File: config.mk
export PLATFORM = sky130hd
export DESIGN_NAME = pcm_sample_packer_core
export DESIGN_NICKNAME = d
export VERILOG_FILES = /design/src/rtl/psp_pkg.sv /design/src/rtl/psp_round.sv /design/src/rtl/psp_format.sv /design/src/rtl/psp_serial.sv /design/src/rtl/pcm_sample_packer_core.sv
export SDC_FILE = /design/constraint.sdc
export NUM_CORES = 1
export LEC_CHECK = 0
export BUFFER_PORTS_ARGS = -buffer_cell sky130_fd_sc_hd__buf_2
export CORE_ASPECT_RATIO = 0.7
export CORE_MARGIN = 2
export CORE_UTILIZATION = 45
export DETAILED_ROUTE_END_ITERATION = 10
export PLACE_DENSITY = 0.73
export SLEW_MARGIN = 10
export SYNTH_ARGS = -nofsm -noshare
export SYNTH_HDL_FRONTEND = slang
export SYNTH_SLANG_ARGS = --single-unit
File: constraint.sdc
create_clock -name clk -period 7.5 [get_ports clk]
set_input_delay 1.125 -clock clk [delete_from_list [all_inputs] [get_ports clk]]
set_output_delay 1.125 -clock clk [all_outputs]
set_load 0.01 [all_outputs]
File: src/rtl/psp_pkg.sv
// shared types and constants for the pcm sample packer
`timescale 1ns / 1ps

package psp_pkg;

  localparam int CHANNELS = 8;

  // saturation limits of the 24-bit word
  localparam logic signed [28:0] SAT_MAX = 29'sd8388607;
  localparam logic signed [28:0] SAT_MIN = -29'sd8388608;

  // truncation bias for narrow outputs
  localparam logic signed [28:0] BIAS_8 = 29'sd32768;
  localparam logic signed [28:0] BIAS_16 = 29'sd128;

  localparam logic [23:0] SIGN_FLIP = 24'h800000;

  typedef enum logic [2:0] {
    REG_SAMPLE_BYTES    = 3'd0,
    REG_BIG_ENDIAN      = 3'd1,
    REG_SIGNED_OUT      = 3'd2,
    REG_SOURCE_MASK     = 3'd3,
    REG_ACTIVE_CHANNELS = 3'd4
  } reg_index_t;

  typedef struct packed {
    logic [1:0] sample_bytes;
    logic       big_endian;
    logic       signed_out;
    logic [7:0] source_mask;
    logic [3:0] active_channels;
  } cfg_t;

  // rounded sample on its way to formatting
  typedef struct packed {
    logic signed [27:0] q;
    logic               live;
    logic               last;
  } rnd_t;

  // bytes in output order, ready to serialize
  typedef struct packed {
    logic [2:0][7:0] seq;
    logic [1:0]      nbytes;
    logic            last;
  } pack_t;

endpackage

File: src/rtl/psp_round.sv
// input register, channel filter and round-half-even scaling to 24 bits
`timescale 1ns / 1ps

module psp_round (
  input  logic                 clk,
  input  logic                 rst,
  input  psp_pkg::cfg_t        cfg,
  input  logic                 in_valid,
  output logic                 in_stall,
  input  logic signed [31:0]   sample_value,
  input  logic [2:0]           channel_index,
  input  logic                 channel_muted,
  input  logic                 block_last,
  output logic                 rnd_valid,
  input  logic                 rnd_ready,
  output psp_pkg::rnd_t        rnd
);
  import psp_pkg::*;

  logic               a_valid;
  logic signed [31:0] a_raw;
  logic               a_live;
  logic               a_last;
  logic               a_ready;
  logic               drop;
  logic               b_valid;
  logic               b_ready;
  rnd_t               b_data;
  logic signed [26:0] q_floor;
  logic [4:0]         rem;
  logic               round_up;

  assign b_ready  = !b_valid || rnd_ready;
  assign a_ready  = !a_valid || b_ready;
  assign in_stall = !a_ready;

  // channels past the active count or the channel limit produce nothing
  assign drop = ({1'b0, channel_index} >= cfg.active_channels) ||
                (32'(channel_index) >= CHANNELS);

  always_ff @(posedge clk) begin
    if (rst) begin
      a_valid <= 1'b0;
    end else if (a_ready) begin
      a_valid <= in_valid && !drop;
    end
  end

  always_ff @(posedge clk) begin
    if (a_ready && in_valid) begin
      a_raw  <= sample_value;
      a_live <= !channel_muted && cfg.source_mask[channel_index];
      a_last <= block_last;
    end
  end

  // floor(x/32) then round half to even on the dropped five bits
  assign q_floor  = a_raw[31:5];
  assign rem      = a_raw[4:0];
  assign round_up = (rem > 5'd16) || ((rem == 5'd16) && q_floor[0]);

  always_ff @(posedge clk) begin
    if (rst) begin
      b_valid <= 1'b0;
    end else if (b_ready) begin
      b_valid <= a_valid;
    end
  end

  always_ff @(posedge clk) begin
    if (b_ready && a_valid) begin
      b_data.q    <= 28'(q_floor) + 28'(round_up);
      b_data.live <= a_live;
      b_data.last <= a_last;
    end
  end

  assign rnd_valid = b_valid;
  assign rnd       = b_data;

endmodule

File: src/rtl/psp_format.sv
// bias, saturation, silence, offset flip and byte ordering
`timescale 1ns / 1ps

module psp_format (
  input  logic           clk,
  input  logic           rst,
  input  psp_pkg::cfg_t  cfg,
  input  logic           rnd_valid,
  output logic           rnd_ready,
  input  psp_pkg::rnd_t  rnd,
  output logic           pack_valid,
  input  logic           pack_ready,
  output psp_pkg::pack_t pack
);
  import psp_pkg::*;

  logic              c_valid;
  pack_t             c_data;
  logic [1:0]        nbytes;
  logic signed [28:0] bias;
  logic signed [28:0] v;
  logic [23:0]       sat;
  logic [23:0]       word;
  logic [2:0][7:0]   seq;

  assign rnd_ready = !c_valid || pack_ready;

  always_comb begin
    nbytes = (cfg.sample_bytes == 2'd0) ? 2'd1 : cfg.sample_bytes;
    case (nbytes)
      2'd1:    bias = BIAS_8;
      2'd2:    bias = BIAS_16;
      default: bias = '0;
    endcase
    v = 29'(rnd.q) + bias;
    if (v > SAT_MAX) begin
      sat = SAT_MAX[23:0];
    end else if (v < SAT_MIN) begin
      sat = SAT_MIN[23:0];
    end else begin
      sat = v[23:0];
    end
    word = (rnd.live ? sat : 24'd0) ^ (cfg.signed_out ? 24'd0 : SIGN_FLIP);
    // seq[0] goes out first
    seq = '0;
    if (cfg.big_endian) begin
      seq[0] = word[23:16];
      seq[1] = word[15:8];
      seq[2] = word[7:0];
    end else begin
      case (nbytes)
        2'd1: begin
          seq[0] = word[23:16];
        end
        2'd2: begin
          seq[0] = word[15:8];
          seq[1] = word[23:16];
        end
        default: begin
          seq[0] = word[7:0];
          seq[1] = word[15:8];
          seq[2] = word[23:16];
        end
      endcase
    end
  end

  always_ff @(posedge clk) begin
    if (rst) begin
      c_valid <= 1'b0;
    end else if (rnd_ready) begin
      c_valid <= rnd_valid;
    end
  end

  always_ff @(posedge clk) begin
    if (rnd_ready && rnd_valid) begin
      c_data.seq    <= seq;
      c_data.nbytes <= nbytes;
      c_data.last   <= rnd.last;
    end
  end

  assign pack_valid = c_valid;
  assign pack       = c_data;

endmodule

File: src/rtl/psp_serial.sv
// byte serializer with registered output
`timescale 1ns / 1ps

module psp_serial (
  input  logic           clk,
  input  logic           rst,
  input  logic           pack_valid,
  output logic           pack_ready,
  input  psp_pkg::pack_t pack,
  output logic           out_valid,
  input  logic           out_stall,
  output logic [7:0]     out_byte,
  output logic           sample_done,
  output logic           block_done
);
  import psp_pkg::*;

  logic            busy;
  logic [2:0][7:0] seq;
  logic [1:0]      nbytes;
  logic            last;
  logic [1:0]      k;
  logic            fin;
  logic            out_load;
  logic            o_valid;

  assign out_load   = !o_valid || !out_stall;
  assign fin        = (2'(k + 2'd1) == nbytes);
  assign pack_ready = !busy || (fin && out_load);

  always_ff @(posedge clk) begin
    if (rst) begin
      busy    <= 1'b0;
      o_valid <= 1'b0;
    end else begin
      if (out_load) begin
        o_valid <= busy;
      end
      if (pack_ready) begin
        busy <= pack_valid;
      end
    end
  end

  always_ff @(posedge clk) begin
    if (out_load && busy) begin
      out_byte    <= seq[k];
      sample_done <= fin;
      block_done  <= fin && last;
    end
    if (pack_ready) begin
      seq    <= pack.seq;
      nbytes <= pack.nbytes;
      last   <= pack.last;
      k      <= 2'd0;
    end else if (busy && out_load) begin
      k <= 2'(k + 2'd1);
    end
  end

  assign out_valid = o_valid;

endmodule

File: src/rtl/pcm_sample_packer_core.sv
// top level of the pcm sample packer
`timescale 1ns / 1ps

// Takes one Q3.28 audio sample per transaction and emits 1, 2 or 3 PCM bytes,
// one per output transaction, rounded half to even to 24 bits, biased,
// saturated and ordered per the configuration registers. Samples on
// muted or masked channels pack silence; samples on channels at or past
// active_channels give no bytes. A new sample is accepted every cycle while
// the pipeline drains; the sustained rate is set by the one-byte output
// register, which sends the 1 to 3 bytes of each sample one at a time. A
// sample passes the input, round, format, serializer and output registers.
// Configuration writes are to be made while no sample is in flight.

module pcm_sample_packer_core (
  input  logic               clk,
  input  logic               rst,
  input  logic               cfg_write,
  input  logic [2:0]         cfg_index,
  input  logic [7:0]         cfg_data,
  input  logic               in_valid,
  output logic               in_stall,
  input  logic signed [31:0] sample_value,
  input  logic [2:0]         channel_index,
  input  logic               channel_muted,
  input  logic               block_last,
  output logic               out_valid,
  input  logic               out_stall,
  output logic [7:0]         out_byte,
  output logic               sample_done,
  output logic               block_done
);
  import psp_pkg::*;

  cfg_t  cfg;
  logic  rnd_valid;
  logic  rnd_ready;
  rnd_t  rnd;
  logic  pack_valid;
  logic  pack_ready;
  pack_t pack;

  always_ff @(posedge clk) begin
    if (rst) begin
      cfg.sample_bytes    <= 2'd2;
      cfg.big_endian      <= 1'b0;
      cfg.signed_out      <= 1'b1;
      cfg.source_mask     <= 8'hFF;
      cfg.active_channels <= 4'd2;
    end else if (cfg_write) begin
      unique case (cfg_index)
        REG_SAMPLE_BYTES:    cfg.sample_bytes    <= cfg_data[1:0];
        REG_BIG_ENDIAN:      cfg.big_endian      <= cfg_data[0];
        REG_SIGNED_OUT:      cfg.signed_out      <= cfg_data[0];
        REG_SOURCE_MASK:     cfg.source_mask     <= cfg_data;
        REG_ACTIVE_CHANNELS: cfg.active_channels <= cfg_data[3:0];
        default: ;
      endcase
    end
  end

  psp_round u_round (
    .clk           (clk),
    .rst           (rst),
    .cfg           (cfg),
    .in_valid      (in_valid),
    .in_stall      (in_stall),
    .sample_value  (sample_value),
    .channel_index (channel_index),
    .channel_muted (channel_muted),
    .block_last    (block_last),
    .rnd_valid     (rnd_valid),
    .rnd_ready     (rnd_ready),
    .rnd           (rnd)
  );

  psp_format u_format (
    .clk        (clk),
    .rst        (rst),
    .cfg        (cfg),
    .rnd_valid  (rnd_valid),
    .rnd_ready  (rnd_ready),
    .rnd        (rnd),
    .pack_valid (pack_valid),
    .pack_ready (pack_ready),
    .pack       (pack)
  );

  psp_serial u_serial (
    .clk         (clk),
    .rst         (rst),
    .pack_valid  (pack_valid),
    .pack_ready  (pack_ready),
    .pack        (pack),
    .out_valid   (out_valid),
    .out_stall   (out_stall),
    .out_byte    (out_byte),
    .sample_done (sample_done),
    .block_done  (block_done)
  );

endmodule

==> results.json <==
{
  "post-route-period-util_pct": 50.2,
  "hold_buffers": 0,
  "grt.total_usage_pct": 16.8,
  "hp-class": "flip-flop to flip-flop",
  "diodes": 0,
  "fin_nets": 664,
  "synthArstFlopShare_pct": 0,
  "ir_drop_mv": 0.162,
  "required_ns": 6.38,
  "fmax_ghz": 0.266,
  "ioPinCount": 65,
  "outcome": "completed",
  "viasPerCell": 5.20,
  "rows": 37,
  "reg2reg_to": "u_format.pack[13]$_DFFE_PP_",
  "dp_cells": 780,
  "ys_ff_latch": 151,
  "grt_pass1_wl_mm": 20.5,
  "slowest_delay_ns": 0.70,
  "synth_top_cell_by_area": "edfxtp_1",
  "grt_max_degree": 35,
  "skew_ns": 0.00786,
  "place_area_um2": 7170,
  "synth_top_area_share_pct": 57.3,
  "synthTopCellsByArea": "edfxtp_1 (57%), dfxtp_1 (6.9%), nand2_1 (3.7%)",
  "power.density_nw_per_um2": 246,
  "slew_headroom_pct": 32.9,
  "synth-edff-count": 128,
  "design.core.area_um2": 14600,
  "clock-root-buffer": "clkbuf_16",
  "drcViolationCount": 0,
  "hold_ws_ns": 0.410,
  "drive_gt1_share_pct": 19.4,
  "drtIter0Drc": 221,
  "hpwlAfterDp_mm": 8.86,
  "cts_setup_buffers": 0,
  "numCtsBuffers": 17,
  "drv_cap": 0,
  "cts.sinks": 151,
  "initial_utilization_pct": 45.9,
  "dr.pass1.iters": 4,
  "die_h_um": 106,
  "worstSkewPairLatency_ns": 0.42,
  "leakage_uw": 0.00275,
  "antenna_found_initial": 0,
  "cts_tree": "yes",
  "critPathLaunch": "u_serial.k[1]$_SDFFE_PP0P_",
  "setup_viol": 0,
  "synth_common_cells": "edfxtp_1 (128), nand2_1 (66), nor2_1 (37), nand3_1 (32), o21ai_0 (26)",
  "yosysMostFrequentCell": "edfxtp_1",
  "clk_path_buf_depth": 2,
  "grt_pass1_vias": 4055,
  "worstPathCellList": "xnor2_1 -> nor2_1 -> nand2_1 -> o21ai_0 -> a21boi_1 -> nand4_1 -> inv_1 -> buf_2",
  "r2r_cells": 9,
  "die_area_um2": 15900,
  "syn_area_um2": 6710,
  "synthFlopType": "edfxtp_1",
  "postLayoutCellArea_um2": 7760,
  "rsz0062_at_grt": "false",
  "die_w_um": 150,
  "path_clk_slew_ns": 0.07,
  "start_kind": "flip-flop",
  "synth-seq-area-share_pct": 64.2,
  "tightestPinTransition_ns": 1.01,
  "htreeDepth": 4,
  "gp_congestion": 0.867,
  "end_kind": "output port",
  "port_buffers": 64,
  "drt-total-wl_mm": 12.3,
  "path_max_fanout": 11,
  "cp_top_family": "compound AO/OA/AOI/OAI gates",
  "ff2ff_setup_slack_ns": 3.94,
  "fillCellCount": 1256,
  "hold_path_depth": 0,
  "overflow": 0,
  "worstSetupPathType": "flip-flop to output port",
  "ant_nets": 0,
  "finalCoreUtilization_pct": 53.1,
  "wire_per_inst_um": 15.2,
  "synth_warnings": 0,
  "syn_nets": 594,
  "reg2reg_from": "cfg[14]$_SDFFE_PP0P_",
  "hp-start": "u_round.a_last$_DFFE_PP_",
  "area_delta_synth_final_pct": 15.7,
  "min_to": "u_round.rnd[0]$_DFFE_PP_",
  "avgSynthCellArea_um2": 12.6,
  "hold_violations": 0,
  "crit_slowest_cell": "dfxtp_1",
  "crit_arrival_ns": 2.64,
  "critPathBufInv": 2,
  "stdcell_count": 812,
  "synth_cells": 534,
  "min_period_ns": 3.77,
  "cts-resized-gates": 0,
  "slew_viol_final": 0,
  "setup_tns_ns": 0,
  "vias": 4224,
  "ys_types": 58
}
[cell usage in the layout, fill, tap and decap left out, types with 6 or more instances in the layout]
cell         n
edfxtp_1   128
nand2_1     66
buf_2       64
nor2_1      37
nand3_1     32
o21ai_0     26
xnor2_1     25
a21oi_1     25
dfxtp_1     23
inv_1       19
xor2_1      18
clkbuf_16   17
mux2i_1     14
o22ai_1     10
and2_1       8
nand4_1      7
and3_1       7
o211ai_1     7
ha_1         7
nor3_1       6
[worst reg2reg max path: cells and delay by family, from the launching register on]
kind                     cells  cell delay (ns)
AO/OA/AOI/OAI                3             1.13
adder cells (fa/ha/maj)      2             0.44
flip-flops                   1             0.66
multiplexers                 1             0.40
AND/OR/NAND/NOR              3             0.74
[flip-flops by register name, summed over array words and instances, names as in the netlist]
signal                cells
cfg                      16
u_format.pack            27
u_format.pack_valid       1
u_round.a_last            1
u_round.a_live            1
u_round.a_raw            32
u_round.a_valid           1
u_round.rnd              30
u_round.rnd_valid         1
u_serial.block_done       1
u_serial.busy             1
u_serial.k                2
u_serial.last             1
u_serial.nbytes           2
u_serial.out_byte         8
u_serial.out_valid        1
u_serial.sample_done      1
u_serial.seq             24
[area by class of cell]
cell class	count	area, um2	area share (%)
Sequential cell	151	4300	55.4
Multi-Input combinational cell	348	2210	28.5
Clock buffer	17	425	5.48
Timing Repair Buffer	67	343	4.42
Tap cell	195	244	3.14
Clock inverter	15	166	2.14
Inverter	19	71.3	0.919
[metrics by stage]
| step | total power [uW] | setup WS (ns) |
|---|---|---|
| after floorplan | 1050 | 3.64 |
| after CTS | 1920 | 3.63 |
| after global routing | 1980 | 3.44 |
| after global placement | 1080 | 4.15 |
| after detailed placement | 1080 | 4.01 |
| final | 1910 | 3.73 |
[per-layer routing]
metal | track usage [%] | wire [um] | vias to the layer above
met3 | 4.21 | 673 | 16
li1 | - | - | 2106
met2 | 24.9 | 5580 | 98
met1 | 24.0 | 5920 | 2004
met5 | 0 | 0 | -
met4 | 5.93 | 143 | 0
[kinds of logic after synthesis]
logic type	synth area share, %
simple gates	13.9
flops	64.2
compound gates	9.01
xor+xnor	5.61
buf+inv	3.04
mux	2.93
fa+ha+maj	1.31
[how the worst max path moves through the flow]
stage | slack (ns) | endpoint | depth (start not counted)
floorplan | 3.64 | u_format.pack[0]$_DFFE_PP_ | 3
global placement | 4.15 | u_format.pack[11]$_DFFE_PP_ | 9
detailed placement | 4.01 | u_format.pack[13]$_DFFE_PP_ | 9
CTS | 3.63 | in_stall | 8
global route | 3.44 | in_stall | 8
finish | 3.73 | in_stall | 8
[power by group]
group          internal, uW  switching (uW)  leakage (uW)
Sequential              947            22.2       0.00139
Combinational          41.1            56.2       0.00108
Clock                   497             346      0.000282
Power figures use the tool's default switching activity.
